<file path="src/hw/rtl/ltie_pkg.sv">
package ltie_pkg;

    localparam int LineLimitDefault = 128;
    localparam int LenWidth         = 8;

    localparam logic [7:0] CH_NUL   = 8'd0;
    localparam logic [7:0] CH_TAB   = 8'd9;
    localparam logic [7:0] CH_LF    = 8'd10;
    localparam logic [7:0] CH_VT    = 8'd11;
    localparam logic [7:0] CH_FF    = 8'd12;
    localparam logic [7:0] CH_CR    = 8'd13;
    localparam logic [7:0] CH_SPACE = 8'd32;
    localparam logic [7:0] CH_PLUS  = 8'd43;
    localparam logic [7:0] CH_MINUS = 8'd45;
    localparam logic [7:0] CH_ZERO  = 8'd48;
    localparam logic [7:0] CH_NINE  = 8'd57;

    localparam logic [7:0] IDX_FIRST  = 8'd3;
    localparam logic [7:0] IDX_SECOND = 8'd4;
    localparam logic [7:0] IDX_MAX    = 8'd255;

    typedef enum logic [1:0] {
        PH_AWAIT  = 2'd0,
        PH_DIGITS = 2'd1,
        PH_DONE   = 2'd2
    } phase_t;

    typedef struct packed {
        logic        valid;
        logic [31:0] first_value;
        logic [31:0] second_value;
        logic [7:0]  token_count;
    } result_t;

endpackage

</file>
<file path="src/hw/rtl/line_token_integer_extractor_unit.sv">
// Parses a byte stream line by line: tokens split on space and carriage return,
// the third and fourth tokens are converted to signed 32-bit integers with atoi
// rules, and each line feed yields one item with both values and the token count.
// One byte is taken every cycle unless a line's result is still waiting at the output.
// A byte passes an input register and combinational parsing logic into an output
// register; a line feed leaves the input register only when the output register has room.
// Only the first LINE_LIMIT bytes of a line, and none after a NUL byte, are parsed.
module line_token_integer_extractor_unit
    import ltie_pkg::*;
#(
    parameter int LINE_LIMIT = LineLimitDefault
)
(
    input  logic               aclk,
    input  logic               aresetn,
    input  logic               s_valid,
    output logic               s_ready,
    input  logic [7:0]         s_byte_in,
    output logic               m_valid,
    input  logic               m_ready,
    output logic signed [31:0] m_first_value,
    output logic signed [31:0] m_second_value,
    output logic [7:0]         m_token_count
);

    logic       byte_valid;
    logic [7:0] byte_data;
    logic       byte_take;
    logic       res_space;
    result_t    res;

    ltie_in_reg u_in_reg (
        .aclk       (aclk),
        .aresetn    (aresetn),
        .s_valid    (s_valid),
        .s_ready    (s_ready),
        .s_byte_in  (s_byte_in),
        .byte_valid (byte_valid),
        .byte_data  (byte_data),
        .byte_take  (byte_take)
    );

    ltie_parser #(
        .LINE_LIMIT (LINE_LIMIT)
    ) u_parser (
        .aclk       (aclk),
        .aresetn    (aresetn),
        .byte_valid (byte_valid),
        .byte_data  (byte_data),
        .byte_take  (byte_take),
        .res_space  (res_space),
        .res        (res)
    );

    ltie_out_reg u_out_reg (
        .aclk           (aclk),
        .aresetn        (aresetn),
        .res            (res),
        .res_space      (res_space),
        .m_valid        (m_valid),
        .m_ready        (m_ready),
        .m_first_value  (m_first_value),
        .m_second_value (m_second_value),
        .m_token_count  (m_token_count)
    );

endmodule

</file>
<file path="src/hw/rtl/ltie_in_reg.sv">
module ltie_in_reg
    import ltie_pkg::*;
(
    input  logic       aclk,
    input  logic       aresetn,
    input  logic       s_valid,
    output logic       s_ready,
    input  logic [7:0] s_byte_in,
    output logic       byte_valid,
    output logic [7:0] byte_data,
    input  logic       byte_take
);

    logic       valid_reg;
    logic [7:0] byte_reg;

    assign s_ready    = !valid_reg || byte_take;
    assign byte_valid = valid_reg;
    assign byte_data  = byte_reg;

    always_ff @(posedge aclk) begin
        if (!aresetn) begin
            valid_reg <= 1'b0;
        end else if (s_ready) begin
            valid_reg <= s_valid;
        end
    end

    always_ff @(posedge aclk) begin
        if (s_ready && s_valid) begin
            byte_reg <= s_byte_in;
        end
    end

endmodule

</file>
<file path="src/hw/rtl/ltie_parser.sv">
module ltie_parser
    import ltie_pkg::*;
#(
    parameter int LINE_LIMIT = LineLimitDefault
)
(
    input  logic       aclk,
    input  logic       aresetn,
    input  logic       byte_valid,
    input  logic [7:0] byte_data,
    output logic       byte_take,
    input  logic       res_space,
    output result_t    res
);

    logic                inside_reg, inside_next;
    logic [7:0]          index_reg, index_next;
    logic [31:0]         acc_reg, acc_next;
    logic                neg_reg, neg_next;
    phase_t              phase_reg, phase_next;
    logic [31:0]         first_reg, first_next;
    logic [31:0]         second_reg, second_next;
    logic [LenWidth-1:0] len_reg, len_next;
    logic                stopped_reg, stopped_next;

    assign byte_take = byte_valid && (byte_data != CH_LF || res_space);

    always_comb begin
        logic [31:0] v;
        logic        fire;
        logic        do_close;
        v            = neg_reg ? (32'd0 - acc_reg) : acc_reg;
        fire         = byte_take;
        do_close     = 1'b0;
        inside_next  = inside_reg;
        index_next   = index_reg;
        acc_next     = acc_reg;
        neg_next     = neg_reg;
        phase_next   = phase_reg;
        first_next   = first_reg;
        second_next  = second_reg;
        len_next     = len_reg;
        stopped_next = stopped_reg;
        res.valid        = 1'b0;
        res.token_count  = index_reg;

        if (fire) begin
            if (byte_data == CH_LF) begin
                do_close  = 1'b1;
                res.valid = 1'b1;
            end else if (!stopped_reg && len_reg < LenWidth'(LINE_LIMIT)) begin
                len_next = len_reg + 1'b1;
                if (byte_data == CH_NUL) begin
                    do_close     = 1'b1;
                    stopped_next = 1'b1;
                end else if (byte_data == CH_SPACE || byte_data == CH_CR) begin
                    do_close = 1'b1;
                end else begin
                    if (!inside_reg) begin
                        inside_next = 1'b1;
                        if (index_reg != IDX_MAX) begin
                            index_next = index_reg + 1'b1;
                        end
                        acc_next   = 32'd0;
                        neg_next   = 1'b0;
                        phase_next = PH_AWAIT;
                    end
                    case (phase_next)
                        PH_AWAIT: begin
                            if (byte_data inside {CH_TAB, CH_VT, CH_FF}) begin
                                phase_next = PH_AWAIT;
                            end else if (byte_data == CH_PLUS || byte_data == CH_MINUS) begin
                                neg_next   = (byte_data == CH_MINUS);
                                phase_next = PH_DIGITS;
                            end else if (byte_data inside {[CH_ZERO:CH_NINE]}) begin
                                acc_next   = {24'd0, byte_data - CH_ZERO};
                                phase_next = PH_DIGITS;
                            end else begin
                                phase_next = PH_DONE;
                            end
                        end
                        PH_DIGITS: begin
                            if (byte_data inside {[CH_ZERO:CH_NINE]}) begin
                                acc_next = (acc_reg << 3) + (acc_reg << 1)
                                         + {24'd0, byte_data - CH_ZERO};
                            end else begin
                                phase_next = PH_DONE;
                            end
                        end
                        default: begin
                            phase_next = PH_DONE;
                        end
                    endcase
                end
            end
        end

        if (do_close && inside_reg) begin
            inside_next = 1'b0;
            if (index_reg == IDX_FIRST) begin
                first_next = v;
            end else if (index_reg == IDX_SECOND) begin
                second_next = v;
            end
        end

        res.first_value  = first_next;
        res.second_value = second_next;

        if (res.valid) begin
            inside_next  = 1'b0;
            index_next   = 8'd0;
            acc_next     = 32'd0;
            neg_next     = 1'b0;
            phase_next   = PH_AWAIT;
            len_next     = '0;
            stopped_next = 1'b0;
        end
    end

    always_ff @(posedge aclk) begin
        if (!aresetn) begin
            inside_reg  <= 1'b0;
            index_reg   <= 8'd0;
            acc_reg     <= 32'd0;
            neg_reg     <= 1'b0;
            phase_reg   <= PH_AWAIT;
            first_reg   <= 32'd0;
            second_reg  <= 32'd0;
            len_reg     <= '0;
            stopped_reg <= 1'b0;
        end else begin
            inside_reg  <= inside_next;
            index_reg   <= index_next;
            acc_reg     <= acc_next;
            neg_reg     <= neg_next;
            phase_reg   <= phase_next;
            first_reg   <= first_next;
            second_reg  <= second_next;
            len_reg     <= len_next;
            stopped_reg <= stopped_next;
        end
    end

endmodule

</file>
<file path="src/hw/rtl/ltie_out_reg.sv">
module ltie_out_reg
    import ltie_pkg::*;
(
    input  logic               aclk,
    input  logic               aresetn,
    input  result_t            res,
    output logic               res_space,
    output logic               m_valid,
    input  logic               m_ready,
    output logic signed [31:0] m_first_value,
    output logic signed [31:0] m_second_value,
    output logic [7:0]         m_token_count
);

    logic        valid_reg;
    logic [31:0] first_reg;
    logic [31:0] second_reg;
    logic [7:0]  count_reg;

    assign res_space      = !valid_reg || m_ready;
    assign m_valid        = valid_reg;
    assign m_first_value  = signed'(first_reg);
    assign m_second_value = signed'(second_reg);
    assign m_token_count  = count_reg;

    always_ff @(posedge aclk) begin
        if (!aresetn) begin
            valid_reg <= 1'b0;
        end else if (res_space) begin
            valid_reg <= res.valid;
        end
    end

    always_ff @(posedge aclk) begin
        if (res.valid) begin
            first_reg  <= res.first_value;
            second_reg <= res.second_value;
            count_reg  <= res.token_count;
        end
    end

endmodule

</file>
<file path="config.mk">
export PLATFORM = sky130hd
export DESIGN_NAME = line_token_integer_extractor_unit
export DESIGN_NICKNAME = d
export VERILOG_FILES = /design/src/hw/rtl/ltie_pkg.sv /design/src/hw/rtl/line_token_integer_extractor_unit.sv /design/src/hw/rtl/ltie_in_reg.sv /design/src/hw/rtl/ltie_parser.sv /design/src/hw/rtl/ltie_out_reg.sv
export SDC_FILE = /design/constraint.sdc
export NUM_CORES = 1
export LEC_CHECK = 0
export ABC_CLOCK_PERIOD_IN_PS = 5200
export BUFFER_PORTS_ARGS = -buffer_cell sky130_fd_sc_hd__buf_2
export CAP_MARGIN = 10
export CORE_ASPECT_RATIO = 2
export CORE_MARGIN = 2
export CORE_UTILIZATION = 25
export CTS_CLUSTER_DIAMETER = 30
export DETAILED_ROUTE_END_ITERATION = 8
export GPL_TIMING_DRIVEN = 0
export RECOVER_POWER = 100
export SYNTH_ARGS = -nofsm -noshare
export SYNTH_HDL_FRONTEND = slang
export SYNTH_SLANG_ARGS = --single-unit
</file>
<file path="constraint.sdc">
create_clock -name aclk -period 5.2 [get_ports aclk]
set_input_delay 0.78 -clock aclk [delete_from_list [all_inputs] [get_ports aclk]]
set_output_delay 0.78 -clock aclk [all_outputs]
set_load 0.05 [all_outputs]
</file>
Word-level counts from Yosys, hierarchy flattened
Cells that the tools add are included.

storage, ports and cells
  bits in registers = 199
  input bits = 12
  output and inout bits = 74
  logic and storage cells = 98

operators by class
  add/sub/neg operators = 6
  order comparisons = 3
  equality and inequality tests = 13
  multiplexer cells = 34
  bitwise operators = 5
  reductions and logical operators = 22

operators by type and width
  cell                                                                               number
  32-bit 2-to-1 mux                                                                  11
  32-bit case mux with 2 select lines                                                1
  8-bit by 4-bit equality test with 1-bit output (second input constant)             5
  32-bit adder                                                                       1
  32-bit by 8-bit adder with 32-bit output                                           1
  1-bit by 32-bit subtractor with 32-bit output (first input constant)               1
  8-bit by 6-bit equality test with 1-bit output (second input constant)             3
  2-bit 2-to-1 mux                                                                   10
  8-bit by 1-bit adder with 8-bit output (second input constant)                     2
  1-bit 2-to-1 mux                                                                   11
  8-bit by 2-bit equality test with 1-bit output (second input constant)             1
  8-bit by 3-bit equality test with 1-bit output (second input constant)             1
  8-bit by 6-bit >= comparator with 1-bit output (second input constant)             1
  8-bit by 6-bit less-or-equal comparator with 1-bit output (second input constant)  1
  8-bit logical NOT                                                                  1
  8-bit less-than comparator (second input constant)                                 1
  8-bit by 4-bit != test with 1-bit output (second input constant)                   1
  8-bit != test (second input constant)                                              1
  8-bit by 6-bit subtractor with 8-bit output (second input constant)                1
  7-bit AND reduction                                                                1
  1-bit logical AND                                                                  5
  1-bit logical OR                                                                   5
  1-bit inverter                                                                     5
  5-bit AND reduction                                                                1
  other kinds (9)                                                                    11

Depth between registers and ports, before layout
  depth after elaboration = 9
  mapped depth = 15
  mapped depth without buffers = 15

Hierarchy
A second synthesis with hierarchy kept.

unflattened totals
  cell total of the unflattened synthesis = 974
  area, all modules = 9783.1 µm²

by module, submodules not included
  module        instances  cells an instance  area each (µm²)  sequential area each (µm²)
  ltie_parser   1          885                7274.5           2342.2
  ltie_out_reg  1          76                 2210.9           2182.1
  ltie_in_reg   1          13                 297.8            260.2

Worst setup path after synthesis
OpenSTA, ideal clock, no wires.

  path type = flip-flop to flip-flop
  start = register u_in_reg.byte_reg[4] (netlist: u_in_reg.byte_data[4])
  end = register u_parser.acc_reg[30]
  library setup time = 0.074 ns
  arrival = 3.400 ns
  data required time = 5.126 ns
  slack = 1.726 ns
  cell stages (with the launch flop) = 15
  buffers on the path = 0
  period minus slack after synthesis = 3.474 ns
  cell sequence = edfxtp_1 ha_1 xor2_1 fa_1 inv_1 ha_1 o21ai_0 o21ai_0 nand4_1 o211ai_1 and2_1 a31oi_1 o31ai_1 mux2_2 a31oi_1

on the way
  cells in the longest elaborated chain, start to end = 6
  elaborated cells on any way between the ends = 32
  those cells by class = add/sub: 2; order compare: 2; eq/ne: 9; mux: 7; bitwise: 3; reduce/logical: 9

RTL lines
  element                                                                           RTL line            RTL
  start: declaration                                                                ltie_in_reg.sv:15   logic [7:0] byte_reg;
  start signal: assignment                                                          ltie_in_reg.sv:31   byte_reg <= s_byte_in;
  branches (longest 6 deep; another with 32-bit by 8-bit adder with 32-bit output)  n/a
  end signal: assignment                                                            ltie_parser.sv:135  acc_reg <= acc_next;
  end: declaration                                                                  ltie_parser.sv:18   logic [31:0] acc_reg, acc_next;

Several ways; the timed one is not identified.
A chain may end at the register's enable or synchronous reset.

Worst setup path after layout
Ends and elaborated chain as after synthesis.

==> results.py <==
metrics = {
    "status": {
        "status": "finished, violations left",
        "violations": "capacitance limit, slew limit",
    },
    "layout": {
        "n_antenna_cell": 0,
        "final_common_cell": "nor2_1",
        "area_growth_pct": 15.5,
        "drive_gt1_share_pct": 5.31,
        "regArea_mm2": 0.00478,
        "layout_common_cells": "nor2_1 (141), dfxtp_1 (119), clkbuf_1 (114)",
        "num-nets-final": 1215,
        "multi_input_area_mm2": 0.00496,
        "final_util_pct": 29.3,
        "fillers": 4207,
    },
    "worst_setup_path": {
        "arrival_ns": 4.74,
        "endpoint_kind": "register",
        "reg2reg_from": "u_in_reg.byte_data[4]$_DFFE_PP_",
        "critPathMaxFanout": 5,
        "crit_slowest_cell": "edfxtp_1",
        "path_class": "register to register",
        "start_kind": "register",
        "rrSetupSlack_ns": 0.84,
        "rr_worst_depth": 14,
        "crit_chain": "ha_1 -> xor2_1 -> fa_1 -> inv_1 -> ha_1 -> o21ai_0 -> o21ai_0 -> nand4_1 -> o211ai_1 -> and2_0 -> a31oi_1 -> o31ai_1 -> mux2_2 -> a31oi_1",
        "cp_num_buf_inv": 1,
        "slowest_delay_ns": 0.52,
        "critPathTopFamily": "compound AO/OA/AOI/OAI gates",
        "critPathRequiredTime_ns": 5.58,
        "reg2reg_to": "u_parser.acc_reg[30]$_SDFFE_PP0P_",
    },
    "synthesis": {
        "synthXorXnorAreaFrac_pct": 6.11,
        "yosys.area.top_type": "edfxtp_1",
        "synth_seq_cells": 199,
        "syn-instance-count": 1031,
        "yosys-top-cells-area": "edfxtp_1 (24%), dfxtp_1 (24%), ha_1 (7.6%), nor2_1 (5.3%), a21oi_1 (5.1%)",
        "synth_edf_count": 80,
        "yosys_warnings": 0,
        "ys_seq_area_share_pct": 47.7,
        "yosysTopAreaCellShare_pct": 24.0,
        "syn-num-nets": 1110,
        "synthArstFlopShare_pct": 0,
        "synth_top_family_by_area": "simple AND/OR/NAND/NOR gates",
        "post_synth_fa_ha_maj_area_fraction_pct": 8.81,
        "ys_types": 63,
        "syn_area_mm2": 0.0100,
        "synth_compound_area_share_pct": 15.7,
        "synth_ff_type": "dfxtp_1",
        "synthMuxAreaShare_pct": 1.15,
        "synth_area_per_cell_um2": 9.73,
        "synth_simple_gate_area_share_pct": 17.7,
    },
    "clock_network": {
        "holdBufCountCts": 0,
        "clk_pin_slew_worst_paths_ns": 0.07,
        "cts-root-buf": "clkbuf_16",
        "postCtsSetupBuffers": 0,
        "clock_path_buffers": 2,
        "insertion_delay_ns": 0.45,
        "clock_sinks": 199,
        "htreeDepth": 4,
        "cts_buffers": 17,
        "tritoncts": "done",
        "cts_resized": 0,
    },
    "sta": {
        "worstMarginPinSlew_ns": 2.77,
        "tns_ns": 0,
        "finalHoldViolCount": 0,
        "min_period_ns": 4.36,
        "max_freq_mhz": 229,
        "rsz0062_at_grt": "false",
        "fin_skew_ns": 0.0106,
        "setup_violations": 0,
        "min_period_over_period_pct": 83.9,
        "drv_slew": 73,
        "max-slew-margin-rel_pct": -84.9,
    },
    "die": {
        "fp-row-count": 103,
        "core-area_mm2": 0.0396,
        "fp.dieH_um": 287,
        "ios": 86,
        "initial_core_util_pct": 25.3,
        "chipWidth_um": 146,
        "design.die.area_mm2": 0.0418,
    },
    "power": {
        "powerDensity_mw_per_mm2": 262,
        "power.static_leakage_nw": 4.34,
        "clockPowerShare_pct": 41.9,
        "p_int_mw": 2.30,
        "power_switching_mw": 0.730,
        "total_power_mw": 3.03,
        "swShare_pct": 24.1,
        "comb_power_share_pct": 4.2,
        "vdd_ir_drop_max_mv": 0.205,
        "seqPwrFrac_pct": 53.9,
    },
    "placement": {
        "io_buffer_count": 85,
        "hpwlAfterDp_um": 20500,
        "place_congestion": 0.917,
    },
    "min_path": {
        "hp-start": "u_parser.stopped_reg$_SDFFE_PP0P_",
        "holdCritPathClass": "register to register",
        "worstHoldPathCells": 2,
        "hold_end": "u_parser.stopped_reg$_SDFFE_PP0P_",
    },
    "route": {
        "vias_per_cell": 4.71,
        "drc": 0,
        "wl_um": 26800,
        "antenna_left": 0,
        "dr.pass1.iters": 5,
        "drt_iter0_markers": 465,
        "post_drt_wl_per_cell_um": 16.0,
        "dr_total_vias": 7891,
    },
    "grt": {
        "gr-total-overflow": 0,
        "grt_pass1_wl_um": 41900,
        "grt_util_all_layers_pct": 12.8,
        "grt_max_degree": 73,
        "antenna_found_initial": 0,
        "grt_pass1_vias": 7867,
    },
    "flow_run": {
        "maxCapViolCount": 1,
    },
}
## power by group through the flow
stage	logic (mW)	registers (mW)	clock network, mW
2_1_floorplan	0.0834	1.67	0
3_5_place_dp	0.127	1.67	0
3_3_place_gp	0.126	1.67	0
6_report	0.127	1.64	1.27
4_1_cts	0.128	1.63	1.30
5_1_grt	0.142	1.64	1.36
## cell families (layout without fill, tap and decap cells)
| family | after synthesis | count (layout) |
|---|---|---|
| xor+xnor | 70 | 70 |
| compound gates | 253 | 253 |
| simple gates | 355 | 355 |
| fa+ha+maj | 67 | 67 |
| mux | 11 | 11 |
| buf+inv | 76 | 194 |
| flops | 199 | 199 |
## layout make-up
type                    count  area share (%)
repair buffers             86            2.91
clock buffers              18            3.79
well taps                 525            5.67
multi-input cells         756            42.8
plain buffers              44            1.45
clock inverters            14            1.05
inverters                  32            1.04
flip-flops and latches    199            41.3
## layer usage
layer  vias to the layer above  global-route usage, %  wire (µm)  part of all wire, %
met5                         -                      0          0                    0
met4                         0                   7.45       1160                  4.3
met3                        51                   2.03        632                  2.4
met2                       165                   25.0      14900                   56
met1                      3790                   12.7      10100                   38
li1                       3885                      -          -                    -
## worst reg2reg max path, stage by stage, from the launching register on
cell	delay, ns
edfxtp_1	0.52
ha_1	0.31
xor2_1	0.18
fa_1	0.50
inv_1	0.04
ha_1	0.33
o21ai_0	0.12
o21ai_0	0.35
nand4_1	0.20
o211ai_1	0.25
and2_0	0.34
a31oi_1	0.16
o31ai_1	0.45
mux2_2	0.39
a31oi_1	0.15
## worst max-delay path by stage
stage,from,end,slack [ns],cells past startpoint
2_1_floorplan,u_in_reg.byte_data[4]$_DFFE_PP_,u_parser.acc_reg[30]$_SDFFE_PP0P_,1.73,14
3_3_place_gp,u_in_reg.byte_data[4]$_DFFE_PP_,u_parser.acc_reg[30]$_SDFFE_PP0P_,1.06,14
3_5_place_dp,u_in_reg.byte_data[4]$_DFFE_PP_,u_parser.acc_reg[30]$_SDFFE_PP0P_,1.03,14
4_1_cts,u_in_reg.byte_data[4]$_DFFE_PP_,u_parser.acc_reg[30]$_SDFFE_PP0P_,1.00,14
5_1_grt,u_in_reg.byte_data[4]$_DFFE_PP_,u_parser.acc_reg[30]$_SDFFE_PP0P_,0.68,14
6_report,u_in_reg.byte_data[4]$_DFFE_PP_,u_parser.acc_reg[30]$_SDFFE_PP0P_,0.84,14
## cells in the mapped netlist, types with 12 or more instances
cell type,number
nor2_1,141
dfxtp_1,119
a21oi_1,103
edfxtp_1,80
and2_1,70
ha_1,61
nand2_1,52
o21ai_0,45
xor2_1,43
clkbuf_1,39
inv_1,32
xnor2_1,27
nand3_1,17
a22oi_1,14
a31oi_1,12
nand4_1,12
## per-stage QoR
stage | hold slack (ns) | instance area [µm²] | cells | setup WS [ns]
2_1_floorplan | 0.437 | 10000 | 1031 | 1.73
3_3_place_gp | 0.455 | 11100 | 1641 | 1.06
3_5_place_dp | 0.459 | 11100 | 1641 | 1.03
4_1_cts | 0.477 | 11700 | 1673 | 1.00
5_1_grt | 0.490 | 11600 | 1674 | 0.685
6_report | 0.475 | 11600 | 1674 | 0.835
No activity file was read; power rests on OpenSTA's default activity.
